### src/design/mh_pkg.sv
// Shared constants, register codes and the arctangent table for the magnetometer heading block.
`timescale 1ns / 1ps
`default_nettype none

package mh_pkg;

	localparam int CORDIC_STAGES_DEF = 16;
	localparam int SAMPLE_BITS_DEF   = 16;

	// angle word inside the CORDIC, Q.30 radians
	localparam int ZW         = 35;
	localparam int Z_SHIFT    = 18;
	localparam int ANGLE_W    = 15;
	localparam int RAW_W      = 16;
	localparam int OUT_TDATA_W = 32;

	localparam int CFG_INDEX_W = 3;
	localparam int CFG_DATA_W  = 16;

	localparam logic signed [ZW-1:0]      PI_Q30     = 35'sd3373259426;
	localparam logic signed [ZW-1:0]      Z_ROUND    = 35'sd131072;
	localparam logic signed [ANGLE_W-1:0] PI_Q12     = 15'sd12868;
	localparam logic signed [RAW_W-1:0]   TWO_PI_Q12 = 16'sd25736;

	localparam logic signed [15:0]        OFFSET_X_RST = -16'sd410;
	localparam logic signed [15:0]        OFFSET_Y_RST = -16'sd5038;
	localparam logic [15:0]               SCALE_X_RST  = 16'd26808;
	localparam logic [15:0]               SCALE_Y_RST  = 16'd16931;
	localparam logic signed [ANGLE_W-1:0] MOUNT_ANGLE_RST = 15'sd7660;

	typedef enum logic [CFG_INDEX_W-1:0] {
		REG_OFFSET_X    = 3'd0,
		REG_OFFSET_Y    = 3'd1,
		REG_SCALE_X     = 3'd2,
		REG_SCALE_Y     = 3'd3,
		REG_MOUNT_ANGLE = 3'd4
	} cfg_reg_t;

	// atan(2^-i) in Q.30, truncated
	function automatic logic signed [ZW-1:0] atan_q30(input int idx);
		logic signed [ZW-1:0] r;
		case (idx)
			0:       r = 35'sh03243F6A8;
			1:       r = 35'sh01DAC6705;
			2:       r = 35'sh00FADBAFC;
			3:       r = 35'sh007F56EA6;
			4:       r = 35'sh003FEAB76;
			5:       r = 35'sh001FFD55B;
			6:       r = 35'sh000FFFAAA;
			7:       r = 35'sh0007FFF55;
			8:       r = 35'sh0003FFFEA;
			9:       r = 35'sh0001FFFFD;
			10:      r = 35'sh0000FFFFF;
			11:      r = 35'sh00007FFFF;
			12:      r = 35'sh00003FFFF;
			13:      r = 35'sh00001FFFF;
			14:      r = 35'sh00000FFFF;
			15:      r = 35'sh000007FFF;
			16:      r = 35'sh000003FFF;
			17:      r = 35'sh000001FFF;
			18:      r = 35'sh000000FFF;
			19:      r = 35'sh0000007FF;
			20:      r = 35'sh0000003FF;
			21:      r = 35'sh0000001FF;
			22:      r = 35'sh0000000FF;
			23:      r = 35'sh00000007F;
			default: r = '0;
		endcase
		return r;
	endfunction

endpackage

`default_nettype wire

### src/design/mh_cordic_cell.sv
// One vectoring CORDIC micro-rotation with its own pipeline register.
`timescale 1ns / 1ps
`default_nettype none

module mh_cordic_cell import mh_pkg::*; #(
	parameter int CW    = 59,
	parameter int STAGE = 0
) (
	input  wire logic                 clk,
	input  wire logic                 arst_n,
	input  wire logic                 in_valid,
	output logic                      in_ready,
	input  wire logic signed [CW-1:0] in_x,
	input  wire logic signed [CW-1:0] in_y,
	input  wire logic signed [ZW-1:0] in_z,
	input  wire logic                 in_zero,
	output logic                      out_valid,
	input  wire logic                 out_ready,
	output logic signed [CW-1:0]      out_x,
	output logic signed [CW-1:0]      out_y,
	output logic signed [ZW-1:0]      out_z,
	output logic                      out_zero
);

	localparam logic signed [ZW-1:0] ATAN = atan_q30(STAGE);

	logic                 valid_s1;
	logic                 zero_s1;
	logic signed [CW-1:0] x_s1, y_s1;
	logic signed [ZW-1:0] z_s1;
	logic signed [CW-1:0] xs, ys, nx, ny;
	logic signed [ZW-1:0] nz;

	assign in_ready = !valid_s1 || out_ready;

	always_comb begin
		xs = in_x >>> STAGE;
		ys = in_y >>> STAGE;
		if (in_y > 0) begin
			nx = in_x + ys;
			ny = in_y - xs;
			nz = in_z + ATAN;
		end else begin
			nx = in_x - ys;
			ny = in_y + xs;
			nz = in_z - ATAN;
		end
	end

	always_ff @(posedge clk or negedge arst_n) begin
		if (!arst_n) begin
			valid_s1 <= 1'b0;
		end else if (in_ready) begin
			valid_s1 <= in_valid;
		end
	end

	always_ff @(posedge clk) begin
		if (in_ready) begin
			x_s1    <= nx;
			y_s1    <= ny;
			z_s1    <= nz;
			zero_s1 <= in_zero;
		end
	end

	assign out_valid = valid_s1;
	assign out_x     = x_s1;
	assign out_y     = y_s1;
	assign out_z     = z_s1;
	assign out_zero  = zero_s1;

endmodule

`default_nettype wire

### config.mk
export PLATFORM = sky130hd
export DESIGN_NAME = mh_cordic_cell
export DESIGN_NICKNAME = d
export VERILOG_FILES = /design/src/design/mh_pkg.sv /design/src/design/mh_cordic_cell.sv
export SDC_FILE = /design/constraint.sdc
export NUM_CORES = 1
export LEC_CHECK = 0
export ABC_AREA = 0
export BUFFER_PORTS_ARGS = -buffer_cell sky130_fd_sc_hd__buf_2
export CAP_MARGIN = 25
export CORE_UTILIZATION = 60
export DETAILED_ROUTE_END_ITERATION = 10
export HOLD_SLACK_MARGIN = 0.02
export PLACE_DENSITY = 0.86
export RECOVER_POWER = 25
export SLEW_MARGIN = 30
export SYNTH_ARGS = -nofsm -noshare
export SYNTH_HDL_FRONTEND = slang
export SYNTH_SLANG_ARGS = --single-unit
### constraint.sdc
create_clock -name clk -period 7.35 [get_ports clk]
set_clock_uncertainty 0.15 [all_clocks]
set_input_delay 0.3675 -clock clk [delete_from_list [all_inputs] [get_ports clk]]
set_output_delay 0.3675 -clock clk [all_outputs]
set_load 0.05 [all_outputs]
## Word level (Yosys, flattened, before mapping)

Cells that the tools add are included.

- Bits in registers: 155
- Bits of input ports: 158
- Output and inout bits: 156
- Logic and storage cells: 16

- Muxes and demuxes: 3
- Add/subtract/negate cells: 5
- Reductions and logical operators: 2
- $lt $le $gt $ge: 1

Operators by type and width:

| operator | count |
|---|---|
| 2-to-1 mux 59 bit | 2 |
| subtractor 59 bit | 2 |
| adder 59 bit | 1 |
| greater-than comparator 59 x 1 -> 1 bit, second input constant | 1 |
| adder 35 x 31 -> 35 bit, second input constant | 1 |
| 2-to-1 mux 35 bit | 1 |
| subtractor 35 x 31 -> 35 bit, second input constant | 1 |
| zero test 1 bit | 1 |
| logical OR 1 bit | 1 |

## Depth between registers and ports, before layout

- Depth in word-level cells: 2
- Gate-level depth with buffers: 19
- Mapped depth without buffers: 16

## Worst setup path before layout

OpenSTA, ideal clock, no wires.

- Path type: register -> register
- Start: register valid_s1, in the netlist out_valid
- End: register x_s1[0], in the netlist out_x[0] (enable)
- Path slack: 2.177 ns
- Setup time: 0.559 ns
- Path buffers: 0
- Data arrival time: 4.464 ns
- Required time: 6.641 ns
- Period minus slack after synthesis: 5.173 ns
- Stages on the path, launching flop included: 2
- Cells stage by stage: dfrtp_1 nand2b_1

- Longest elaborated chain between the ends: 2

RTL lines:

| item | line | text |
|---|---|---|
| start: declaration | mh_cordic_cell.sv:27 | `logic valid_s1;` |
| start signal: assignment | mh_cordic_cell.sv:54 | `valid_s1 <= in_valid;` |
| zero test 1 bit | mh_cordic_cell.sv:34 | `assign in_ready = !valid_s1 \|\| out_ready;` |
| logical OR 1 bit | mh_cordic_cell.sv:34 |  |
| via in_ready | mh_cordic_cell.sv:12 | `output logic in_ready,` |
| end signal: assignment | mh_cordic_cell.sv:60 | `x_s1 <= nx;` |
| end: declaration | mh_cordic_cell.sv:29 | `logic signed [CW-1:0] x_s1, y_s1;` |

The timed path passes the listed nets, and every way through them passes these cells.
A chain may end at the register's enable or synchronous reset.

## Worst setup path in the final report

- Start: input port in_y[1]
- End: register z_s1[32], in the netlist out_z[32], data pin

- Longest elaborated chain between the ends: 2

RTL lines:

| item | line | text |
|---|---|---|
| start: declaration | mh_cordic_cell.sv:14 | `input wire logic signed [CW-1:0] in_y,` |
| greater-than comparator 59 x 1 -> 1 bit | mh_cordic_cell.sv:39 | `if (in_y > 0) begin` |
| 2-to-1 mux 35 bit | mh_cordic_cell.sv:39 |  |
| via nz[32] | mh_cordic_cell.sv:32 | `logic signed [ZW-1:0] nz;` |
| end signal: assignment | mh_cordic_cell.sv:62 | `z_s1 <= nz;` |
| end: declaration | mh_cordic_cell.sv:30 | `logic signed [ZW-1:0] z_s1;` |

The timed path passes the listed nets, and every way through them passes these cells.

==> impl_metrics.py <==
metrics = {
    "clocking": {
        "clock_path_buffers": 2,
        "clockRootBuffer": "clkbuf_16",
        "hold_buffers": 6,
        "cts_setup_buffers": 0,
        "htree_levels": 4,
        "clock-sinks": 154,
        "worstSkewPairLatency_ns": 0.44,
        "ctsResizeCount": 0,
        "cts_tree": "built",
        "cts_buffers": 17,
        "clk_pin_slew_ns": 0.07,
    },
    "detailed_routing": {
        "drt-initial-drc-count": 2541,
        "drt_wl_total_um": 66040,
        "via_per_inst": 6.768,
        "vias": 18823,
        "drc": 0,
        "ant_nets": 0,
        "drt_pre_antenna_iters": 9,
        "routedWlPerCell_um": 23.75,
    },
    "sta": {
        "hold_viol_final": 0,
        "max_slew_margin_pct": -15.34,
        "min_period_ns": 5.436,
        "timing.final.crit_share_pct": 73.96,
        "clock.fmax_mhz": 184.0,
        "finalSetupViolations": 0,
        "slew_viol_final": 36,
        "rsz0062_at_grt": "false",
        "worst_pin_slew_ns": 1.730,
        "setup_tns_ns": 0,
    },
    "synth": {
        "async_flop_share_pct": 0.6494,
        "synth-seq-area-share_pct": 26.76,
        "syn_area_um2": 17270,
        "synth_cell_types": 79,
        "synth.ff_latch_count": 154,
        "synth_edf_count": 153,
        "syn-num-nets": 2504,
        "synth_warnings": 0,
        "synth_ff_type": "edfxtp_1",
        "synth_area_per_cell_um2": 8.075,
        "netlist_instances": 2138,
    },
    "worst_setup_path": {
        "critPathMaxFanout": 49,
        "crit_path_end_kind": "flip-flop",
        "r2r_end": "out_y[17]$_DFFE_PP_",
        "crit_path_end": "out_z[32]$_DFFE_PP_",
        "crit_arrival_ns": 5.49,
        "startpoint_type": "primary input",
        "reg2regPathDepth": 3,
        "rrSetupSlack_ns": 4.33,
        "r2r-start": "out_valid$_DFFE_PN0P_",
        "criticalPathCategory": "primary input to flip-flop",
        "worstSetupStartpoint": "in_y[1]",
        "required_ns": 7.40,
    },
    "grt": {
        "track_usage_pct": 43.17,
        "grt_pass1_wl_um": 96080,
        "grt_overflow_total": 0,
        "grt_pass1_vias": 17142,
        "grt_antenna_before_repair": 3,
        "grt_max_degree": 167,
    },
    "pwr": {
        "power_mw": 4.259,
        "power_leakage_nw": 8.450,
        "vdd_drop_max_uv": 161.3,
        "power_density_nw_per_um2": 217.3,
    },
    "floorplan": {
        "placementRows": 61,
        "coreArea_um2": 28010,
        "io-pin-count": 314,
        "start_util_pct": 61.64,
        "dieArea_um2": 29460,
        "fp.dieW_um": 171.6,
        "die_h_um": 171.6,
    },
    "placed_design": {
        "hpwl_um": 51480,
        "placed_cells": 2740,
        "gp_congestion": 1.110,
        "port_buffers": 313,
    },
    "finish": {
        "layout_common_cells": "a21oi_1, buf_2, inv_1, ha_1, nor2_1",
        "finalNonFillerCells": 2781,
        "drive_gt1_share_pct": 12.37,
        "area_delta_synth_final_pct": 13.49,
        "fin_nets": 2754,
        "utilization_pct": 69.96,
        "layout_commonest_cell": "a21oi_1",
    },
    "run": {
        "maxCapViolations": 1,
    },
    "outcome": {
        "status": "finished with violations",
        "violations": "max-capacitance violations, max-slew violations",
    },
    "hold_path": {
        "hp-class": "primary input to async pin",
    },
}
[through the flow]
stage	hold WS [ns]	setup WS [ns]	cell area, um2
after floorplan	-0.07809	2.177	17270
after global placement	-0.007759	1.772	19010
after detailed placement	-0.005493	1.752	19010
after CTS	0.06866	2.210	19660
after global routing	0.09584	1.755	19600
final	0.1008	1.914	19600
[power by group]
part / switching (mW) / internal [mW] / leakage, nW
combinational: 1.53 / 0.544 / 6.62
sequential: 0.0585 / 1.19 / 1.55
clock: 0.427 / 0.508 / 0.284
[sequential cells by signal, summed over array words and instances (netlist names)]
| name | cells |
|---|---|
| out_x | 59 |
| out_y | 58 |
| out_z | 35 |
| out_valid | 1 |
| out_zero | 1 |
[routing by layer]
layer | share of wire (%) | global-route usage, % | vias up
met5 | 0.015 | 0 | -
met4 | 6.0 | 24.53 | 2
met3 | 12 | 9.457 | 288
met2 | 44 | 67.54 | 1444
met1 | 38 | 54.88 | 8789
li1 | - | - | 8300
[how the worst min path moves through the flow]
stage	start	to	slack (ns)	depth (start not counted)
after CTS	arst_n	out_valid$_DFFE_PN0P_	0.07	2
after detailed placement	arst_n	out_valid$_DFFE_PN0P_	-0.005	1
final	arst_n	out_valid$_DFFE_PN0P_	0.10	2
after floorplan	arst_n	out_valid$_DFFE_PN0P_	-0.08	0
after global routing	arst_n	out_valid$_DFFE_PN0P_	0.1	2
after global placement	arst_n	out_valid$_DFFE_PN0P_	-0.008	1
[synth_stat cells (13+ instances only)]
library cell	instances	share of area, %
a221oi_1	13	0.66
nor4_1	44	1.6
a211oi_1	20	0.87
clkbuf_1	68	1.5
edfxtp_1	153	27
ha_1	204	15
nand2b_1	21	0.76
nor2_1	177	3.8
o31ai_1	28	1.2
nor3_1	40	1.2
nand4_1	46	1.7
xnor2_1	124	6.3
nand2_1	129	2.8
mux2i_1	19	1.1
o211ai_1	23	1.0
nor2b_1	19	0.69
buf_1	23	0.50
a21oi_1	279	8.1
a21o_1	42	1.8
o21ai_0	127	3.7
o21a_1	23	1.0
o21ai_1	22	0.64
nand3_1	24	0.70
inv_1	209	4.5
o21bai_1	57	2.5
a31oi_1	20	0.72
[critical path: stages]
cell and delay, ns:
buf_2 0.14, nor4_1 0.73, nand4_1 0.19, nor2_1 0.25
a41o_4 0.28, inv_2 0.35, buf_4 0.48, ha_1 0.41
or2_2 0.28, a21oi_1 0.14, a21oi_1 0.07, and3b_1 0.22
o41ai_1 0.62, o2111ai_1 0.33, a31o_2 0.32, a21oi_1 0.18
xnor2_1 0.08
[cell families (layout without fill, tap and decap cells)]
| logic type | count (synthesis) | in the layout | share of synthesized area, % |
|---|---|---|---|
| AO/OA/AOI/OAI | 754 | 754 | 27.52 |
| AND/OR/NAND/NOR | 560 | 560 | 15.68 |
| flip-flops | 154 | 154 | 26.76 |
| other | 0 | 2 | 0 |
| XOR/XNOR | 136 | 136 | 6.899 |
| buffers and inverters | 306 | 569 | 6.740 |
| multiplexers | 20 | 20 | 1.167 |
| adder cells (fa/ha/maj) | 208 | 208 | 15.25 |
[cell type report]
class                           count  area (um2)
Clock inverter                     15       162.7
Tap cell                          378       473.0
Timing Repair Buffer              327        1614
Sequential cell                   154        4619
Antenna cell                        2       5.005
Clock buffer                       17       425.4
Inverter                          210       788.3
Multi-Input combinational cell   1678       11510
Fill cell                        2356        8416
No activity file was read; power rests on OpenSTA's default activity.
