`src/design/mh_pkg.sv`:
```
// Shared constants, register codes and the arctangent table for the magnetometer heading block.
`timescale 1ns / 1ps
`default_nettype none

package mh_pkg;

	localparam int CORDIC_STAGES_DEF = 16;
	localparam int SAMPLE_BITS_DEF   = 16;

	// angle word inside the CORDIC, Q.30 radians
	localparam int ZW         = 35;
	localparam int Z_SHIFT    = 18;
	localparam int ANGLE_W    = 15;
	localparam int RAW_W      = 16;
	localparam int OUT_TDATA_W = 32;

	localparam int CFG_INDEX_W = 3;
	localparam int CFG_DATA_W  = 16;

	localparam logic signed [ZW-1:0]      PI_Q30     = 35'sd3373259426;
	localparam logic signed [ZW-1:0]      Z_ROUND    = 35'sd131072;
	localparam logic signed [ANGLE_W-1:0] PI_Q12     = 15'sd12868;
	localparam logic signed [RAW_W-1:0]   TWO_PI_Q12 = 16'sd25736;

	localparam logic signed [15:0]        OFFSET_X_RST = -16'sd410;
	localparam logic signed [15:0]        OFFSET_Y_RST = -16'sd5038;
	localparam logic [15:0]               SCALE_X_RST  = 16'd26808;
	localparam logic [15:0]               SCALE_Y_RST  = 16'd16931;
	localparam logic signed [ANGLE_W-1:0] MOUNT_ANGLE_RST = 15'sd7660;

	typedef enum logic [CFG_INDEX_W-1:0] {
		REG_OFFSET_X    = 3'd0,
		REG_OFFSET_Y    = 3'd1,
		REG_SCALE_X     = 3'd2,
		REG_SCALE_Y     = 3'd3,
		REG_MOUNT_ANGLE = 3'd4
	} cfg_reg_t;

	// atan(2^-i) in Q.30, truncated
	function automatic logic signed [ZW-1:0] atan_q30(input int idx);
		logic signed [ZW-1:0] r;
		case (idx)
			0:       r = 35'sh03243F6A8;
			1:       r = 35'sh01DAC6705;
			2:       r = 35'sh00FADBAFC;
			3:       r = 35'sh007F56EA6;
			4:       r = 35'sh003FEAB76;
			5:       r = 35'sh001FFD55B;
			6:       r = 35'sh000FFFAAA;
			7:       r = 35'sh0007FFF55;
			8:       r = 35'sh0003FFFEA;
			9:       r = 35'sh0001FFFFD;
			10:      r = 35'sh0000FFFFF;
			11:      r = 35'sh00007FFFF;
			12:      r = 35'sh00003FFFF;
			13:      r = 35'sh00001FFFF;
			14:      r = 35'sh00000FFFF;
			15:      r = 35'sh000007FFF;
			16:      r = 35'sh000003FFF;
			17:      r = 35'sh000001FFF;
			18:      r = 35'sh000000FFF;
			19:      r = 35'sh0000007FF;
			20:      r = 35'sh0000003FF;
			21:      r = 35'sh0000001FF;
			22:      r = 35'sh0000000FF;
			23:      r = 35'sh00000007F;
			default: r = '0;
		endcase
		return r;
	endfunction

endpackage

`default_nettype wire

```
`src/design/mh_front.sv`:
```
// Iron correction and quadrant pre-rotation ahead of the CORDIC cells.
`timescale 1ns / 1ps
`default_nettype none

module mh_front import mh_pkg::*; #(
	parameter int SAMPLE_BITS = SAMPLE_BITS_DEF,
	parameter int CW          = 59
) (
	input  wire logic                          clk,
	input  wire logic                          arst_n,
	input  wire logic                          in_valid,
	output logic                               in_ready,
	input  wire logic signed [SAMPLE_BITS-1:0] mag_x,
	input  wire logic signed [SAMPLE_BITS-1:0] mag_y,
	input  wire logic signed [15:0]            offset_x,
	input  wire logic signed [15:0]            offset_y,
	input  wire logic [15:0]                   scale_x,
	input  wire logic [15:0]                   scale_y,
	output logic                               out_valid,
	input  wire logic                          out_ready,
	output logic signed [CW-1:0]               out_x,
	output logic signed [CW-1:0]               out_y,
	output logic signed [ZW-1:0]               out_z,
	output logic                               out_zero
);

	localparam int DW  = ((SAMPLE_BITS > 16) ? SAMPLE_BITS : 16) + 1;
	localparam int PW  = DW + 16;
	localparam int PRE = 40 - SAMPLE_BITS;

	logic                 valid_s1, valid_s2, valid_s3;
	logic                 rdy1, rdy2, rdy3;
	logic signed [DW-1:0] dx_s1, dy_s1;
	logic signed [PW-1:0] px_s2, py_s2;
	logic signed [CW-1:0] xe, ye;
	logic signed [CW-1:0] x_s3, y_s3;
	logic signed [ZW-1:0] z_s3;
	logic                 zero_s3;

	assign rdy3     = !valid_s3 || out_ready;
	assign rdy2     = !valid_s2 || rdy3;
	assign rdy1     = !valid_s1 || rdy2;
	assign in_ready = rdy1;

	assign xe = CW'(px_s2) <<< PRE;
	assign ye = CW'(py_s2) <<< PRE;

	always_ff @(posedge clk or negedge arst_n) begin
		if (!arst_n) begin
			valid_s1 <= 1'b0;
			valid_s2 <= 1'b0;
			valid_s3 <= 1'b0;
		end else begin
			if (rdy1) valid_s1 <= in_valid;
			if (rdy2) valid_s2 <= valid_s1;
			if (rdy3) valid_s3 <= valid_s2;
		end
	end

	always_ff @(posedge clk) begin
		if (rdy1) begin
			dx_s1 <= DW'(mag_x) - DW'(offset_x);
			dy_s1 <= DW'(mag_y) - DW'(offset_y);
		end
		if (rdy2) begin
			px_s2 <= PW'(dx_s1) * PW'($signed({1'b0, scale_x}));
			py_s2 <= PW'(dy_s1) * PW'($signed({1'b0, scale_y}));
		end
		if (rdy3) begin
			zero_s3 <= (px_s2 == '0) && (py_s2 == '0);
			// left half-plane: turn by pi
			if (xe < 0) begin
				x_s3 <= -xe;
				y_s3 <= -ye;
				z_s3 <= (ye >= 0) ? PI_Q30 : -PI_Q30;
			end else begin
				x_s3 <= xe;
				y_s3 <= ye;
				z_s3 <= '0;
			end
		end
	end

	assign out_valid = valid_s3;
	assign out_x     = x_s3;
	assign out_y     = y_s3;
	assign out_z     = z_s3;
	assign out_zero  = zero_s3;

endmodule

`default_nettype wire

```
`config.mk`:
```
export PLATFORM = sky130hd
export DESIGN_NAME = mh_front
export DESIGN_NICKNAME = d
export VERILOG_FILES = /design/src/design/mh_pkg.sv /design/src/design/mh_front.sv
export SDC_FILE = /design/constraint.sdc
export NUM_CORES = 2
export LEC_CHECK = 0
export BUFFER_PORTS_ARGS = -buffer_cell sky130_fd_sc_hd__clkbuf_2
export CORE_ASPECT_RATIO = 0.9
export CORE_MARGIN = 2
export CORE_UTILIZATION = 45
export DETAILED_ROUTE_END_ITERATION = 6
export HOLD_SLACK_MARGIN = 0.08
export PLACE_DENSITY_LB_ADDON = 0.15
export SETUP_SLACK_MARGIN = 0.2
export SLEW_MARGIN = 20
export SYNTH_ARGS = -nofsm -noshare
export SYNTH_HDL_FRONTEND = slang
export SYNTH_SLANG_ARGS = --single-unit
```
`constraint.sdc`:
```
create_clock -name clk -period 8 [get_ports clk]
set_input_delay 1.6 -clock clk [delete_from_list [all_inputs] [get_ports clk]]
set_output_delay 1.6 -clock clk [all_outputs]
set_load 0.01 [all_outputs]
```
### Word level (Yosys, flattened, before mapping)

Index checks and enable logic that the tools add are counted.

* add/subtract/negate cells: 4
* multiply operators: 2
* magnitude comparators: 2
* mux-type cells: 3
* reductions and logical operators: 9

Operator list (number)
* 59-bit two-way mux: 2
* 57-bit negation with 59-bit output: 2
* 33-bit zero test: 2
* 17-bit by 17-bit multiplier with 33-bit output: 2
* 57-bit by 1-bit >= comparator with 1-bit output, second input constant: 1
* 57-bit by 1-bit < comparator with 1-bit output, second input constant: 1
* 35-bit two-way mux: 1
* 16-bit by 16-bit subtractor with 17-bit output: 2
* 1-bit zero test: 3
* 1-bit logical OR: 3
* 1-bit logical AND: 1

* bits in registers: 257
* input port bits: 100
* output and inout bits: 156
* logic and storage cells: 33

### Logic depth before layout (Yosys ltp)

* word-level depth: 4
* depth in mapped cells: 23
* depth with buffers taken out: 21

### Least setup slack after synthesis

OpenSTA, ideal clock, no wires.

* path type: input-to-reg
* from: in scale_x[10]
* to: reg px_s2[31], data pin
* library setup time: 0.131 ns
* arrival: 7.179 ns
* data required time: 7.869 ns
* slack: 0.690 ns
* cell stages on the path: 22
* buffers on the path: 2
* cell sequence: clkbuf_1 > clkbuf_1 > nand2_1 > fa_1 > inv_1 > fa_1 > inv_1 > fa_1 > inv_1 > fa_1 > fa_1 > inv_1 > fa_1 > inv_1 > ha_1 > and4_1 > o211ai_1 > a211oi_1 > o21ai_0 > o21ai_0 > mux2_2 > nand2_1

* cells in the longest elaborated chain, start to end: 1

RTL lines
* start: declaration: RTL line mh_front.sv:17 `input wire logic [15:0] scale_x,`
* 17-bit by 17-bit multiplier with 33-bit output: RTL line mh_front.sv:66 `px_s2 <= PW'(dx_s1) * PW'($signed({1'b0, scale_x}));`
* end signal: assignment: RTL line mh_front.sv:66
* end: declaration: RTL line mh_front.sv:34 `logic signed [PW-1:0] px_s2, py_s2;`

Every way passes these cells.
A chain may end at the register's enable or synchronous reset.

### Worst setup path after layout

* from: in scale_x[2]
* to: reg px_s2[30], data pin

Same word-level chain as after synthesis.

==> impl_summary.txt <==
----------------------------------------------------
[Run status]
  Result of the run ... complete, no violations

[Setup path]
  Standard cell with the maximum stage delay on the critical path ... fa_1
  R2R cell count ... 20
  Cell chain of the critical path ... clkbuf_2 -> nand2_1 -> inv_1 -> fa_1 -> inv_1 -> fa_1 -> inv_1 -> fa_1 -> fa_1 -> fa_1 -> inv_1 -> fa_1 -> inv_1 -> ha_1 -> and2_1 -> nand4_1 -> nor3_1 -> o21ai_0 -> nand2_1 -> a21boi_0 -> xnor2_1
  Largest fanout on the critical path ... 11
  Arr. time, crit path ... 7.53 ns
  Kind of launch point of the worst setup path ... input port
  Dominant delay contributor by cell family on the critical path ... adder cells
  Category of the critical setup timing path ... in -> reg
  Worst endpoint required time ... 8.23 ns
  Longest individual stage delay on the worst path ... roughly 0.6 ns
  Buffering stage count on the worst path with inverters included ... 6
  Worst R2R Setup Slack ... around 1.3 ns
  End of the worst register-to-register path ... px_s2[30]
  Crit end category ... register
  Crit path top cell by count ... fa_1
  Launch instance of the worst register-to-register path ... dx_s1[16]

[Place]
  Port buffer count ... around 200
  DP Cell Count ... between 4k and 5k
  Total half-perimeter wirelength after legalization and detailed placement ... slightly above 60 mm
  Final GP Congestion ... 0.900

[Worst hold path]
  Number of stages on the worst hold path ... 1
  Startpoint of the lowest-slack hold path ... valid_s1
  Class of the most critical hold timing path ... reg -> reg
  Hold Path End ... valid_s2

[Floorplan]
  Initial Util ... between 40 and 50%
  Horiz. Die Dim ... about 280 microns
  Row cnt ... 89
  IO Pins ... about 260
  Total Die Area ... about 68000 sq um
  Height of the die ... between 200 and 250 microns
  Core region area ... roughly 66000 sq um

[Cells and area]
  Net total in the final layout ... approximately 4.1k
  Number of fill cells ... between 6k and 7k
  Leading cell type in the layout, fill and taps excluded ... inv_1
  Layout area overhead ... 7.28%
  Layout cells sized above 1 ... roughly 8.5%
  Top library cells by usage in the layout, fill and taps aside ... inv_1 (767), fa_1 (550), nand2_1 (334), and2_1 (280), clkbuf_2 (206)
  Number of standard cells in the final layout excluding fillers ... slightly above 4k

[Detailed routing]
  Detailed Route WL ... roughly 73 mm
  Routed via count ... just over 20k
  Initial DRC Count ... ~1.4k
  Number of vias per cell after detailed routing ... slightly below 5
  Remaining antenna violation count ... 0
  Detail-routed net length per standard cell ... 17.8 microns
  Number of optimization iterations in the first detailed-route pass ... 5
  Number of DRC violations after detailed routing ... 0

[STA]
  Max Freq ... roughly 140 MHz
  Final cycle utilization of the critical path ... between 90% and 100%
  Number of max-slew violations in the final report ... 0
  Worst Skew ... approximately 0.018 ns
  Total Negative Setup Slacks ... 0 ns
  Transition time at the pin with the least slew margin ... 0.942 ns
  Total count of hold-check failures in the final report ... 0
  Setup Viol. Count Final ... 0
  Unrepaired setup endpoints after global routing ... no
  Relative slew slack ... a little under two fifths
  Min cycle time layout ... roughly 7.3 ns

[Synthesis]
  Dominant synthesized flop cell ... edfxtp_1
  Post-synth EDFFs ... between 150 and 200
  Syn. warnings ... 0
  Post-synthesis cell type count ... 72
  Sequential cell area fraction in the yosys report ... 17.8%
  Async S/R FF share, synth ... about 1.7%
  Mapped Area ... around 30000 sq um
  Cell count after synthesis ... approximately 3k
  Register bit total from synthesis ... about 180
  Post-Synthesis Mean Instance Area ... slightly below 10 sq um

[Clocking]
  Clk_lat worst skew ... about 0.48 ns
  Hold Buf Count CTS ... 0
  TritonCTS clock tree ... done
  Quantity of gates resized following cts ... 0
  Number of buffers inserted during clock tree synthesis ... 17
  Buffer type at the clock tree root ... clkbuf_16
  Clock-pin slew reported for the worst setup and hold paths after clock tree synthesis ... approximately 0.070 ns
  H-tree levels ... 4
  Number of clock sinks ... about 180
  Number of buffers added for setup after CTS ... 0
  Worst-case clock buffer depth ... 2

[GRT]
  Pin count of the biggest net entering global routing ... 76
  Number of global-route vias before repair ... about 21k
  Tot GR Track Use ... 22.2%
  Global-route wire length before repair ... roughly 120 mm
  Initial antenna violation count ... 1
  Final global-route overflow total ... 0

[Flow run]
  Reported max-cap violation count ... 0

----------------------------------------------------
worst max-delay path by stage:
stage,start,to,slack (ns),cells after the start
2_1_floorplan,scale_x[10],px_s2[31],0.69,22
6_report,scale_x[2],px_s2[30],0.70,21
3_3_place_gp,scale_x[2],px_s2[30],0.28,21
4_1_cts,scale_x[2],px_s2[30],0.73,21
3_5_place_dp,scale_x[2],px_s2[30],0.20,21
5_1_grt,scale_x[3],px_s2[30],0.32,21
registers in the layout, summed over array words and instances, names as in the netlist:
register and count:
out_x 35, valid_s2 1, dy_s1 17, out_y 35
dx_s1 17, px_s2 33, out_z 3, out_zero 1
py_s2 33, valid_s1 1, out_valid 1
routing by layer:
metal | wire length, microns | global-route usage, % | vias up | part of all wire [%]
met5 | 13 | 0 | - | 0.018
met4 | 555 | 3.04 | 2 | 0.76
met3 | 6550 | 6.28 | 34 | 9.0
met2 | 27900 | 30.2 | 673 | 38
met1 | 37500 | 35.3 | 9972 | 52
li1 | - | - | 9440 | -
metrics by stage:
stage	instance area (sq um)	hold WS, ns	utilization (%)	worst slack (ns)
global placement	31300	0.449	47.8	0.276
global route	32000	0.525	48.7	0.317
floorplan	30000	0.435	-	0.690
CTS	32000	0.479	48.7	0.729
detailed placement	31300	0.459	47.8	0.202
finish	32000	0.477	48.7	0.699
logic make-up (layout without fill, tap and decap cells):
kind of cell / count (synthesis) / count (layout) / share of synthesized area [%]
compound gates: 271 / 271 / 6.05
xor+xnor: 152 / 152 / 4.47
fa+ha+maj: 754 / 754 / 45.5
buf+inv: 927 / 1021 / 12.7
flops: 177 / 177 / 17.8
mux: 3 / 3 / 0.105
other cells: 1 / 52 / 0.0126
simple gates: 793 / 793 / 13.4
worst reg2reg max path: cells and delay by family (launching register included):
kind / cells / cell delay [ns]
buf+inv: 5 / 0.73
compound gates: 2 / 0.26
fa+ha+maj: 7 / 3.67
simple gates: 5 / 1.01
flops: 1 / 0.67
xor+xnor: 1 / 0.14
layout make-up:
type | instances | area [sq um] | share of cell area, %
clock buffer | 17 | 425 | 1.33
tap | 864 | 1080 | 3.38
clock inverter | 15 | 215 | 0.673
timing repair buffer | 222 | 1150 | 3.60
antenna | 1 | 2.50 | 0.00783
sequential | 177 | 5300 | 16.6
inverter | 767 | 2880 | 9.01
multi-input combinational | 2024 | 20900 | 65.4
Yosys cell counts, types with 3 or more instances:
library cell | n | share of area [%]
o21a_1 | 23 | 0.58
o21ai_0 | 66 | 1.1
and3_1 | 6 | 0.13
a21o_1 | 20 | 0.50
edfxtp_1 | 174 | 18
nor3_1 | 25 | 0.42
o41ai_2 | 3 | 0.16
nand2b_1 | 14 | 0.29
nand3b_1 | 3 | 0.076
or3_1 | 4 | 0.084
o31ai_1 | 21 | 0.53
o31a_1 | 6 | 0.18
inv_1 | 767 | 9.7
and2_1 | 280 | 5.9
or4_1 | 7 | 0.18
a211oi_1 | 7 | 0.18
nor2b_1 | 17 | 0.36
xor2_1 | 22 | 0.65
or2_2 | 4 | 0.084
ha_1 | 204 | 8.6
nor2_1 | 64 | 0.81
buf_4 | 80 | 2.0
a21oi_1 | 60 | 1.0
xnor2_1 | 130 | 3.8
o41ai_1 | 10 | 0.29
a21boi_0 | 5 | 0.13
fa_1 | 550 | 37
o2111ai_1 | 4 | 0.12
dfrtp_1 | 3 | 0.25
a31oi_1 | 7 | 0.15
or4_4 | 3 | 0.11
nand3_1 | 12 | 0.20
o211ai_1 | 7 | 0.18
nor4_1 | 5 | 0.10
a211o_1 | 5 | 0.15
nand2_1 | 334 | 4.2
clkbuf_1 | 79 | 1.0
o21bai_1 | 7 | 0.18
Power is not shown: default switching activity piles up to over one toggle a cycle in this logic, so the estimate is an artifact.
