**src/design/mh_pkg.sv**
```systemverilog
// Shared constants, register codes and the arctangent table for the magnetometer heading block.
`timescale 1ns / 1ps
`default_nettype none

package mh_pkg;

	localparam int CORDIC_STAGES_DEF = 16;
	localparam int SAMPLE_BITS_DEF   = 16;

	// angle word inside the CORDIC, Q.30 radians
	localparam int ZW         = 35;
	localparam int Z_SHIFT    = 18;
	localparam int ANGLE_W    = 15;
	localparam int RAW_W      = 16;
	localparam int OUT_TDATA_W = 32;

	localparam int CFG_INDEX_W = 3;
	localparam int CFG_DATA_W  = 16;

	localparam logic signed [ZW-1:0]      PI_Q30     = 35'sd3373259426;
	localparam logic signed [ZW-1:0]      Z_ROUND    = 35'sd131072;
	localparam logic signed [ANGLE_W-1:0] PI_Q12     = 15'sd12868;
	localparam logic signed [RAW_W-1:0]   TWO_PI_Q12 = 16'sd25736;

	localparam logic signed [15:0]        OFFSET_X_RST = -16'sd410;
	localparam logic signed [15:0]        OFFSET_Y_RST = -16'sd5038;
	localparam logic [15:0]               SCALE_X_RST  = 16'd26808;
	localparam logic [15:0]               SCALE_Y_RST  = 16'd16931;
	localparam logic signed [ANGLE_W-1:0] MOUNT_ANGLE_RST = 15'sd7660;

	typedef enum logic [CFG_INDEX_W-1:0] {
		REG_OFFSET_X    = 3'd0,
		REG_OFFSET_Y    = 3'd1,
		REG_SCALE_X     = 3'd2,
		REG_SCALE_Y     = 3'd3,
		REG_MOUNT_ANGLE = 3'd4
	} cfg_reg_t;

	// atan(2^-i) in Q.30, truncated
	function automatic logic signed [ZW-1:0] atan_q30(input int idx);
		logic signed [ZW-1:0] r;
		case (idx)
			0:       r = 35'sh03243F6A8;
			1:       r = 35'sh01DAC6705;
			2:       r = 35'sh00FADBAFC;
			3:       r = 35'sh007F56EA6;
			4:       r = 35'sh003FEAB76;
			5:       r = 35'sh001FFD55B;
			6:       r = 35'sh000FFFAAA;
			7:       r = 35'sh0007FFF55;
			8:       r = 35'sh0003FFFEA;
			9:       r = 35'sh0001FFFFD;
			10:      r = 35'sh0000FFFFF;
			11:      r = 35'sh00007FFFF;
			12:      r = 35'sh00003FFFF;
			13:      r = 35'sh00001FFFF;
			14:      r = 35'sh00000FFFF;
			15:      r = 35'sh000007FFF;
			16:      r = 35'sh000003FFF;
			17:      r = 35'sh000001FFF;
			18:      r = 35'sh000000FFF;
			19:      r = 35'sh0000007FF;
			20:      r = 35'sh0000003FF;
			21:      r = 35'sh0000001FF;
			22:      r = 35'sh0000000FF;
			23:      r = 35'sh00000007F;
			default: r = '0;
		endcase
		return r;
	endfunction

endpackage

`default_nettype wire

```
**src/design/mh_finish.sv**
```systemverilog
// Angle rounding and clamping, mounting offset and wrap into (-pi, pi].
`timescale 1ns / 1ps
`default_nettype none

module mh_finish import mh_pkg::*; (
	input  wire logic                      clk,
	input  wire logic                      arst_n,
	input  wire logic                      in_valid,
	output logic                           in_ready,
	input  wire logic signed [ZW-1:0]      in_z,
	input  wire logic                      in_zero,
	input  wire logic signed [ANGLE_W-1:0] mount_angle,
	output logic                           out_valid,
	input  wire logic                      out_ready,
	output logic signed [ANGLE_W-1:0]      heading_wrapped,
	output logic signed [RAW_W-1:0]        heading_raw
);

	localparam int AW = ZW - Z_SHIFT;

	logic                      valid_s1, valid_s2;
	logic                      rdy1, rdy2;
	logic signed [ZW-1:0]      zr;
	logic signed [AW-1:0]      ar;
	logic signed [ANGLE_W-1:0] ac;
	logic signed [ANGLE_W-1:0] a_s1;
	logic signed [RAW_W-1:0]   raw;
	logic signed [RAW_W-1:0]   wr;
	logic signed [ANGLE_W-1:0] wrapped_s2;
	logic signed [RAW_W-1:0]   raw_s2;

	assign rdy2     = !valid_s2 || out_ready;
	assign rdy1     = !valid_s1 || rdy2;
	assign in_ready = rdy1;

	always_comb begin
		zr = in_z + Z_ROUND;
		ar = $signed(zr[ZW-1:Z_SHIFT]);
		if (in_zero) begin
			ac = '0;
		end else if (ar > PI_Q12) begin
			ac = PI_Q12;
		end else if (ar < -PI_Q12) begin
			ac = -PI_Q12;
		end else begin
			ac = ar[ANGLE_W-1:0];
		end
	end

	always_comb begin
		raw = RAW_W'(a_s1) - RAW_W'(mount_angle);
		if (raw > RAW_W'(PI_Q12)) begin
			wr = raw - TWO_PI_Q12;
		end else if (raw <= -RAW_W'(PI_Q12)) begin
			wr = raw + TWO_PI_Q12;
		end else begin
			wr = raw;
		end
	end

	always_ff @(posedge clk or negedge arst_n) begin
		if (!arst_n) begin
			valid_s1 <= 1'b0;
			valid_s2 <= 1'b0;
		end else begin
			if (rdy1) valid_s1 <= in_valid;
			if (rdy2) valid_s2 <= valid_s1;
		end
	end

	always_ff @(posedge clk) begin
		if (rdy1) a_s1 <= ac;
		if (rdy2) begin
			raw_s2     <= raw;
			wrapped_s2 <= wr[ANGLE_W-1:0];
		end
	end

	assign out_valid       = valid_s2;
	assign heading_wrapped = wrapped_s2;
	assign heading_raw     = raw_s2;

endmodule

`default_nettype wire

```
**config.mk**
```make
export PLATFORM = sky130hd
export DESIGN_NAME = mh_finish
export DESIGN_NICKNAME = d
export VERILOG_FILES = /design/src/design/mh_pkg.sv /design/src/design/mh_finish.sv
export SDC_FILE = /design/constraint.sdc
export NUM_CORES = 1
export LEC_CHECK = 0
export ABC_AREA = 0
export BUFFER_PORTS_ARGS = -buffer_cell sky130_fd_sc_hd__buf_2
export CAP_MARGIN = 20
export CORE_MARGIN = 1
export CORE_UTILIZATION = 59
export CTS_CLUSTER_DIAMETER = 80
export DETAILED_ROUTE_END_ITERATION = 7
export PLACE_DENSITY = 0.9
export SKIP_CTS_REPAIR_TIMING = 1
export SYNTH_ARGS = -nofsm -noshare
export SYNTH_HDL_FRONTEND = slang
export SYNTH_SLANG_ARGS = --single-unit
```
**constraint.sdc**
```tcl
create_clock -name clk -period 6.15 [get_ports clk]
set_input_delay 0.3075 -clock clk [delete_from_list [all_inputs] [get_ports clk]]
set_output_delay 0.3075 -clock clk [all_outputs]
set_load 0.02 [all_outputs]
```
Yosys cells after proc, flatten, opt, wreduce, memory -nomap -nowiden. Cells that the tools add are included.

$lt $le $gt $ge: 4. Muxes and demuxes: 4. Add/sub/neg operators: 4. Reductions and logical operators: 6.

Operators with widths (number): $mux 15 (3); $add 35x19->35 const B (1); $gt 17x15->1 const B (1); $lt 17x15->1 const B (1); $gt 16x15->1 const B (1); $le 16x15->1 const B (1); $sub 15x15->16 (1); $add 15x14->15 const B (1); $sub 15x14->15 const B (1); $mux 14 (1); $reduce_or 3->1 (1); $logic_not 1->1 (2); $logic_or 1x1->1 (2); $reduce_or 2->1 (1).

Logic and storage cells: 25. Input port bits: 55. Bits in registers: 48. Output and inout port bits: 33.

Logic depth before layout (Yosys ltp). Gate-level depths: netlist (run 1).

Depth after elaboration: 4. Depth in mapped cells: 16. Gate-level depth less buffers: 16.

Least setup slack after synthesis (run 1). Ideal clock, no wire load.

Path type: register to register. Start: register a_s1[0]. End: register wrapped_s2[13], in the netlist heading_wrapped[13], data pin. Slack: 2715 ps. Buffers on the path: 1. Stages on the path, launching flop included: 16. Period minus slack after synthesis: 3435 ps. Data required time: 5878 ps. Arrival: 3163 ps. Setup time: 272 ps. Cells stage by stage: edfxtp_1 > inv_1 > ha_1 > inv_1 > fa_1 > a21o_2 > a221oi_4 > nor3_2 > a211oi_2 > o21ai_1 > xor2_2 > a31o_1 > a211oi_2 > buf_6 > o22ai_2 > xor2_1.

Longest elaborated chain between the ends: 4. Elaborated cells between the ends (all ways): 7. Those cells by class: add/sub (3); order compare (2); mux (2).

Ends and longest elaborated chain: start, declared (RTL line mh_finish.sv:26) `logic signed [ANGLE_W-1:0] a_s1;`; start signal, assigned (RTL line mh_finish.sv:72) `if (rdy1) a_s1 <= ac;`; $sub 15x15->16 (*) (RTL line mh_finish.sv:51) `raw = RAW_W'(a_s1) - RAW_W'(mount_angle);`; net raw[14] (RTL line mh_finish.sv:27) `logic signed [RAW_W-1:0] raw;`; $le 16x15->1 (RTL line mh_finish.sv:54) `end else if (raw <= -RAW_W'(PI_Q12)) begin`; $mux 15 (RTL line mh_finish.sv:54); $mux 15 (*) (RTL line mh_finish.sv:52) `if (raw > RAW_W'(PI_Q12)) begin`; net wr[13] (RTL line mh_finish.sv:28) `logic signed [RAW_W-1:0] wr;`; end signal, assigned (RTL line mh_finish.sv:75) `wrapped_s2 <= wr[ANGLE_W-1:0];`; end, declared (RTL line mh_finish.sv:29) `logic signed [ANGLE_W-1:0] wrapped_s2;`.

Mark *: on every way through the listed nets, which the timed path passes. The rest lies on a longest branch. A chain may end at the register's enable or synchronous reset.

Worst setup path in the final report (run 1).
Start: register a_s1[0]. End: register wrapped_s2[10], in the netlist heading_wrapped[10], data pin.

Longest elaborated chain between the ends: 4. Elaborated cells between the ends (all ways): 7. Those cells by class: add/sub (3); order compare (2); mux (2).

Ends and longest elaborated chain (RTL line): $sub 15x15->16 (*) (mh_finish.sv:51); net raw[4] (mh_finish.sv:27); $add 15x14->15 / $le 16x15->1 (equally long branches) (mh_finish.sv:55, mh_finish.sv:54); $mux 15 (mh_finish.sv:54); $mux 15 (*) (mh_finish.sv:52); net wr[10] (mh_finish.sv:28).

Marks and branches as above.

==> results of run 1 <==
==> registers in the layout, summed over array words and instances (netlist names) <==
signal	count
heading_wrapped	15
valid_s1	1
out_valid	1
heading_raw	13
a_s1	15
==> where the power goes <==
part	internal, mW	total (mW)	switching [mW]
sequential	0.448	0.465	0.0177
clock	0.0789	0.179	0.100
combinational	0.254	0.678	0.424
==> path summary, 6_finish.rpt <==
kind	depth (start not counted)	startpoint	to	slack [ps]
min in group asynchronous	2	arst_n	valid_s1	310
max in group asynchronous	2	arst_n	out_valid	5740
setup / recovery	14	a_s1[0]	heading_wrapped[10]	1790
hold / removal	2	in_valid	valid_s1	190
setup reg to reg	14	a_s1[0]	heading_wrapped[10]	1790
hold reg to reg	1	valid_s1	out_valid	480
==> layout make-up <==
cell class | count | area share
multi-input cells | 289 | 0.511
flip-flops and latches | 45 | 0.325
repair buffers | 72 | 0.0892
inverters | 35 | 0.0319
well taps | 75 | 0.0228
clock buffers | 6 | 0.0176
clock inverters | 2 | 0.00243
==> critical path, cell delays in order (launching register included) <==
cell and delay [ps]:
edfxtp_1 370, inv_1 60, ha_1 140, inv_1 50, fa_1 400, a21o_2 270, a21oi_1 180, xnor2_1 270
inv_1 200, nor4_1 520, a211oi_1 100, a31o_1 220, a211oi_2 880, o22ai_1 240, xor2_1 190
==> Yosys cell counts (4+ instances only) <==
library cell  instances  share of area
a21o_1               11          0.022
and2_1                5         0.0085
xor2_1               16          0.038
nand2_1              28          0.028
nand3_1              11          0.015
and3_1                7          0.012
inv_1                31          0.032
nor2_1               24          0.024
edfxtp_1             43           0.35
nand4_1               5         0.0085
ha_1                 19          0.064
a31oi_1               6          0.010
nor3_1                9          0.012
o22ai_1               4         0.0068
o22ai_2               6          0.020
buf_2                 7         0.0095
nand2b_1              9          0.015
o21ai_0              11          0.015
nor2b_1               4         0.0068
clkbuf_1              5         0.0051
a21oi_1              31          0.042
xnor2_1              18          0.043
==> per-stage QoR <==
stage / utilization / area, um2 / hold slack, ps / worst slack (ps)
after global placement: 0.673 / 4030 / 91.8 / 1940
after CTS: 0.687 / 4110 / -224 / 1780
after floorplan: - / 3690 / 11.9 / 2710
after global routing: 0.688 / 4120 / 207 / 1530
final: 0.688 / 4120 / 193 / 1790
after detailed placement: 0.673 / 4030 / 92.9 / 1810
==> metal layers <==
metal,vias up,GRT usage,part of all wire
li1,1529,-,-
met1,1419,0.249,0.40
met2,107,0.429,0.53
met3,11,0.0438,0.054
met4,0,0.0875,0.015
met5,-,0,0
==> layout by cell type (no fill, tap or decap), types with 4 or more instances in the layout <==
cell / instances
a21o_1: 11
a21oi_1: 31
a31oi_1: 6
and2_1: 5
and3_1: 7
buf_2: 70
clkbuf_8: 5
edfxtp_1: 43
ha_1: 19
inv_1: 31
nand2_1: 28
nand2b_1: 9
nand3_1: 11
nand4_1: 5
nor2_1: 24
nor2b_1: 4
nor3_1: 9
o21ai_0: 11
o22ai_1: 4
o22ai_2: 6
xnor2_1: 18
xor2_1: 16
==> cell families after synthesis <==
group,share of synthesized area
flops,0.364
xor+xnor,0.0983
simple gates,0.162
compound gates,0.240
buf+inv,0.0654
fa+ha+maj,0.0699
==> out/qor.yml, run 1 <==
cts-root-buf: "clkbuf_8"
end_kind: "flop"
wl_per_cell_um: 13.8
syn_to_final_growth_pct: 11.8
yosysWarnings: 0
finalSetupViolations: 0
clockBufferDepth: 2
grtUsageTotal: 0.227
regArea_um2: 1340
antenna_found_initial: 0
hold_viol_final: 0
htreeDepth: 2
ys_ff_latch: 45
initial_utilization: 0.616
num_vias: 3066
grt_max_degree: 30
period_share: 0.709
gp_congestion: 0.866
finalMaxSlewViolations: 0
die_y_um: 81.1
tightestPinTransition_ps: 1040
drt_iter0_markers: 163
worst_ep_arrival_time_ps: 4390
rsz0062_at_grt: "false"
max-vdd-ir-drop_v: 0.000198
io_buffers: 70
path_clk_slew_ps: 90
fp.coreArea_um2: 5990
post-route-min-period_ps: 4360
clk_latency_ps: 300
grt_pass1_vias: 2753
fin_worst_skew_ps: 9.30
p_leak_nw: 1.79
dp.cells: 515
worstPathMaxFanout: 13
grt_pass1_wl_mm: 11.6
num_rows: 28
power_mw: 1.32
ys.flop_type: "edfxtp_1"
grt-ovfl-total: 0
power_density_nw_per_um2: 321
firstDrtPassIters: 6
hpwl_mm: 5.68
startpoint_type: "flop"
tns_ps: 0
fillCellCount: 446
final_cells: 524
synth.avg_cell_area_um2: 9.53
maxCapViolations: 0
slew-limit-headroom: 0.304
syn_area_um2: 3690
viasPerCell: 5.85
synthDistinctLibCells: 68
synthArstFlopShare: 0.0444
hold_class: "in -> reg"
syn_inst: 387
ys_seq_area_frac: 0.364
drc_errors: 0
max_freq_mhz: 229
die_w_um: 81.1
cts.sinks: 45
final_layout_size_suffix_gt1_frac: 0.236
nNetsFinal: 523
ios: 88
finalWirelength_mm: 7.21
syn-num-nets: 462
tritoncts: "built"
insertedDiodeCount: 0
path_class: "reg -> reg"
numCtsBuffers: 5
multi_input_area_um2: 2110
antenna_left: 0
dieArea_um2: 6570
synth-edff-count: 43
critPathRequiredTime_ps: 6180
outcome: "finished, final reports clean"
No activity file was read; power rests on OpenSTA's default activity.
==> run 2, diff against run 1 <==
--- a/config.mk
+++ b/config.mk
@@ -9,10 +9,10 @@
 export BUFFER_PORTS_ARGS = -buffer_cell sky130_fd_sc_hd__buf_2
 export CAP_MARGIN = 20
 export CORE_MARGIN = 1
-export CORE_UTILIZATION = 59
+export CORE_UTILIZATION = 55
 export CTS_CLUSTER_DIAMETER = 80
 export DETAILED_ROUTE_END_ITERATION = 7
-export PLACE_DENSITY = 0.9
+export PLACE_DENSITY = 0.85
 export SKIP_CTS_REPAIR_TIMING = 1
 export SYNTH_ARGS = -nofsm -noshare
 export SYNTH_HDL_FRONTEND = slang
==> constraint.sdc (replaced) <==
create_clock -name clk -period 4.25 [get_ports clk]
set_input_delay 0.2125 -clock clk [delete_from_list [all_inputs] [get_ports clk]]
set_output_delay 0.2125 -clock clk [all_outputs]
set_load 0.02 [all_outputs]
==> run 2 against run 1 <==
Net effect:
- largest cell class unchanged
- cell area grew 1.5%
- die area up 7.1%
- via count down 1.1%
- wire length is 2.8% lower
- core utilization is 3.7 points lower
- register-to-register slack got worse by 1400 ps
- combinational power increased by 44%
- count of clock-buffer cells in the layout shrank 1
- largest power group unchanged
- sequential cell count unchanged
- the flow now finishes with violations (design-rule violations)
- power increased by 54%
==> out/qor.yml, run 2 (synthesis results as in run 1) <==
outcome: "finished, violations left"
violations: "design-rule violations"
maxCapViolations: 0
nNetsFinal: 524
cp_num_buf_inv: 4
grtUsageTotal: 0.210
finalMaxSlewViolations: 0
final_layout_size_suffix_gt1_frac: 0.240
htreeDepth: 2
hpwl_mm: 5.56
tns_ps: 0
clk_latency_ps: 310
die_w_um: 83.9
path_class: "reg -> reg"
cts.sinks: 45
max_freq_mhz: 257
worst_ep_arrival_time_ps: 3930
slew-limit-headroom: 0.430
critPathRequiredTime_ps: 4280
fin_hold_ws_ps: 101
power_mw: 2.03
tightestPinTransition_ps: 849
power_density_nw_per_um2: 485
grt-ovfl-total: 0
hold_class: "in -> reg"
io_buffers: 70
critical-path-top-delay-family: "compound AO/OA/AOI/OAI gates"
fillCellCount: 507
p_leak_nw: 1.82
num_vias: 3032
viasPerCell: 5.75
finalWirelength_mm: 7.00
path_clk_slew_ps: 90
die_y_um: 83.9
syn_to_final_growth_pct: 13.4
drt_iter0_markers: 134
end_kind: "flop"
path_cells: "inv_1 -> ha_1 -> inv_1 -> fa_1 -> a21o_2 -> a21oi_1 -> xnor2_1 -> inv_1 -> nor4_1 -> a211oi_1 -> a31o_1 -> a211oi_2 -> buf_4 -> o22ai_1 -> xor2_1"
insertedDiodeCount: 0
rsz0062_at_grt: "false"
gp_congestion: 0.853
antenna_found_initial: 0
grt_pass1_vias: 2898
tritoncts: "built"
startpoint_type: "flop"
firstDrtPassIters: 6
fin_worst_skew_ps: 13.7
fin_area_um2: 4190
drc_errors: 12
hold_viol_final: 0
num_rows: 29
cp_common_cell: "inv_1"
ios: 88
wl_per_cell_um: 13.3
fp.coreArea_um2: 6420
numCtsBuffers: 5
antenna_left: 0
cts-root-buf: "clkbuf_8"
initial_utilization: 0.575
worstPathMaxFanout: 13
grt_max_degree: 30
crit_slowest_cell: "nor4_1"
post-route-min-period_ps: 3890
grt_pass1_wl_mm: 12.1
finalSetupViolations: 0
max-vdd-ir-drop_v: 0.000159
cp_slowest_stage_delay_ps: 590
dieArea_um2: 7040
postPlaceCellArea_um2: 4040
final_cell_mix: "70 x buf_2, 43 x edfxtp_1, 31 x inv_1, 31 x a21oi_1, 28 x nand2_1"
period_share: 0.916
clockBufferDepth: 2
final_common_cell: "buf_2"
run 2: cell types whose count changed in the layout (fill, tap and decap cells not counted), sizes merged:
cell | previous run | this run
bufinv | 0 | 2
buf | 71 | 72
clkbuf | 6 | 5
clkinv | 3 | 2
run 2: stage by stage:
step | utilization | cells | setup slack (ps)
finish | 0.652 | 527 | 356
global route | 0.652 | 527 | 42.1
CTS | 0.650 | 526 | 376
detailed placement | 0.629 | 518 | 400
global placement | 0.629 | 518 | 531
floorplan | - | 387 | 815
run 2: metal layers:
metal | routed length, um | global-route usage
met5 | 0 | 0
met4 | 145 | 0.0768
met3 | 358 | 0.0524
met2 | 3620 | 0.390
met1 | 2880 | 0.228
run 2: worst paths after layout:
kind                            startpoint             endpoint  slack [ps]  cells past startpoint
worst min register to register    valid_s1            out_valid         480                      1
max in group asynchronous           arst_n            out_valid        3930                      2
worst max-delay path               a_s1[0]  heading_wrapped[10]         360                     15
worst min-delay path              in_valid             valid_s1         100                      2
worst max register to register     a_s1[0]  heading_wrapped[10]         360                     15
min in group asynchronous           arst_n             valid_s1         220                      2
run 2: area by class of cell:
| class | count | area [um2] | share of cell area |
|---|---|---|---|
| multi-input cells | 289 | 2110 | 0.503 |
| flip-flops and latches | 45 | 1340 | 0.320 |
| repair buffers | 73 | 375 | 0.0897 |
| inverters | 35 | 131 | 0.0314 |
| well taps | 77 | 96.3 | 0.0230 |
| clock buffers | 5 | 68.8 | 0.0164 |
| clock inverters | 3 | 65.1 | 0.0155 |
run 2: where the power goes:
part / switching [mW] / internal [mW]
Clock: 0.147 / 0.233
Combinational: 0.603 / 0.374
Sequential: 0.0249 / 0.647
==> run 3, diff against run 2 <==
--- a/config.mk
+++ b/config.mk
@@ -5,11 +5,11 @@
 export SDC_FILE = /design/constraint.sdc
 export NUM_CORES = 1
 export LEC_CHECK = 0
-export ABC_AREA = 0
+export ABC_AREA = 1
 export BUFFER_PORTS_ARGS = -buffer_cell sky130_fd_sc_hd__buf_2
 export CAP_MARGIN = 20
 export CORE_MARGIN = 1
-export CORE_UTILIZATION = 55
+export CORE_UTILIZATION = 56
 export CTS_CLUSTER_DIAMETER = 80
 export DETAILED_ROUTE_END_ITERATION = 7
 export PLACE_DENSITY = 0.85
==> run 3 against run 2 <==
Net effect:
- first-iteration DRC count rose by 3.0%
- core utilization rose by 0.58 points
- sequential share of layout area fell by 2.0 points
- die area rose by 4.9%
- largest power group unchanged
- setup slack improved by 350 ps
- area after synthesis rose by 7.0%
- power fell by 6.1%
- the run now ends clean
- non-clock buffer count fell by 1
==> out/qor.yml, run 3 <==
tritoncts: "built"
pwr-share-seq: 0.341
gp_congestion: 0.909
insertedDiodeCount: 0
finalMaxSlewViolations: 0
slew-limit-headroom: 0.514
critPathRequiredTime_ps: 4310
p_leak_nw: 2.40
cts-root-buf: "clkbuf_8"
final_common_cell: "nand2_1"
firstDrtPassIters: 5
max_freq_mhz: 282
syn-num-nets: 647
initial_utilization: 0.581
drt_iter0_markers: 138
finalWirelength_mm: 8.11
cts.sinks: 45
path_clk_slew_ps: 90
finalSetupViolations: 0
switching_power_mw: 0.840
ys.flop_type: "edfxtp_1"
worst_ep_arrival_time_ps: 3600
rsz0062_at_grt: "false"
ys_seq_area_frac: 0.340
die_w_um: 85.9
drc_errors: 0
synthDistinctLibCells: 30
swShare: 0.441
hold_viol_final: 0
path_cells: "inv_1 -> ha_1 -> inv_1 -> fa_1 -> nand3_1 -> nand3_1 -> nand3_1 -> nand4_1 -> nand2_1 -> nand2_1 -> nor2_1 -> nand4_1 -> nand2_2 -> nand2_1 -> nand3_1 -> nand2_1"
grtUsageTotal: 0.233
fillCellCount: 586
intPower_mw: 1.06
hpwl_mm: 6.63
grt_pass1_wl_mm: 13.9
combPwrFrac: 0.522
tightestPinTransition_ps: 727
hold_class: "in -> reg"
num_vias: 3752
power_density_nw_per_um2: 426
fp.coreArea_um2: 6790
synth.avg_cell_area_um2: 6.90
post-route-min-period_ps: 3540
setup_ws_ps: 709
grt_max_degree: 30
outcome: "finished, final reports clean"
synth_area_leaders: "edfxtp_1 33%, nand2_1 19%, nand3_1 9.0%"
num_rows: 30
syn_inst: 572
path_class: "reg -> reg"
tns_ps: 0
wl_per_cell_um: 11.0
yosysWarnings: 0
final_cell_mix: "203 x nand2_1, 90 x inv_1, 71 x nand3_1, 70 x buf_2, 43 x edfxtp_1"
io_buffers: 70
synthTopCellsByCount: "203 x nand2_1, 90 x inv_1, 71 x nand3_1, 43 x edfxtp_1, 36 x nor2_1"
clk_latency_ps: 300
synth-edff-count: 43
period_share: 0.833
grt-ovfl-total: 0
ys_ff_latch: 45
antenna_left: 0
p_clk_frac: 0.136
end_kind: "flop"
synth.most_common_cell: "nand2_1"
worstPathMaxFanout: 12
startpoint_type: "flop"
power_mw: 1.90
viasPerCell: 5.08
fin_worst_skew_ps: 9.49
antenna_found_initial: 0
synth_top_area_cell: "edfxtp_1"
crit_slowest_cell: "fa_1"
nNetsFinal: 717
synthArstFlopShare: 0.0444
final_layout_size_suffix_gt1_frac: 0.165
dieArea_um2: 7390
numCtsBuffers: 5
grt_pass1_vias: 3455
syn_area_um2: 3950
die_y_um: 85.9
synth_top_area_share: 0.327
max-vdd-ir-drop_v: 0.000153
ios: 88
clockBufferDepth: 2
cp_slowest_stage_delay_ps: 450
maxCapViolations: 0
syn_to_final_growth_pct: 13.2
htreeDepth: 2
dp_worst_setup_slack_ps: 790
==> run 3: path summary, 6_finish.rpt <==
check                          from                  to  slack (ps)  depth (start not counted)
max                         a_s1[0]  heading_wrapped[5]         710                         16
min                        in_valid            valid_s1         100                          3
max reg2reg                 a_s1[0]  heading_wrapped[5]         710                         16
min reg2reg                valid_s1           out_valid         480                          2
max in group asynchronous    arst_n           out_valid        3950                          2
min in group asynchronous    arst_n            valid_s1         210                          2
==> run 3: cell families (layout without fill, tap and decap cells) <==
group	after synthesis	count (layout)	share of synthesized area
xor gates and xnor gates	29	29	0.0710
buffers and inverters	105	176	0.109
DFF	45	45	0.340
AOI/OAI and AO/OA	26	26	0.0349
adders and majority gates	20	20	0.0653
and+or+nand+nor	347	347	0.380
==> run 3: layer usage <==
metal  share of wire  wire length [um]  track usage  up-vias
met5               0                 0            0        -
met4           0.028               231        0.114        0
met3           0.035               281       0.0356       26
met2            0.53              4330        0.458      119
met1            0.40              3260        0.237     1656
li1                -                 -            -     1951
==> run 3: power by group through the flow <==
stage          Sequential, mW  Clock, mW  Combinational, mW
2_1_floorplan           0.779          0              0.658
3_3_place_gp            0.659          0              0.952
3_5_place_dp            0.662          0              0.982
4_1_cts                 0.652      0.261              0.984
5_1_grt                 0.660      0.273               1.12
6_report                0.650      0.260              0.995
==> run 3: cell type report <==
cell class	instances	area, um2	area share
Clock buffer	6	72.6	0.0162
Clock inverter	2	10.0	0.00224
Inverter	96	360	0.0807
Multi-Input combinational cell	422	2170	0.487
Sequential cell	45	1340	0.300
Tap cell	96	120	0.0269
Timing Repair Buffer	72	388	0.0868
==> run 3: per-stage QoR <==
stage,hold slack [ps],area [um2],util,instances
2_1_floorplan,-83.1,3950,-,572
3_3_place_gp,-3.13,4350,0.640,729
3_5_place_dp,-0.719,4350,0.640,729
4_1_cts,-326,4430,0.652,737
5_1_grt,95.6,4470,0.657,739
6_report,97.5,4470,0.657,739
==> run 3: worst max-delay path: cells and delay by family (launching register included) <==
kind          cells  cell delay (ps)
flops             1              370
buf+inv           2              140
fa+ha+maj         2              580
simple gates     12             2210
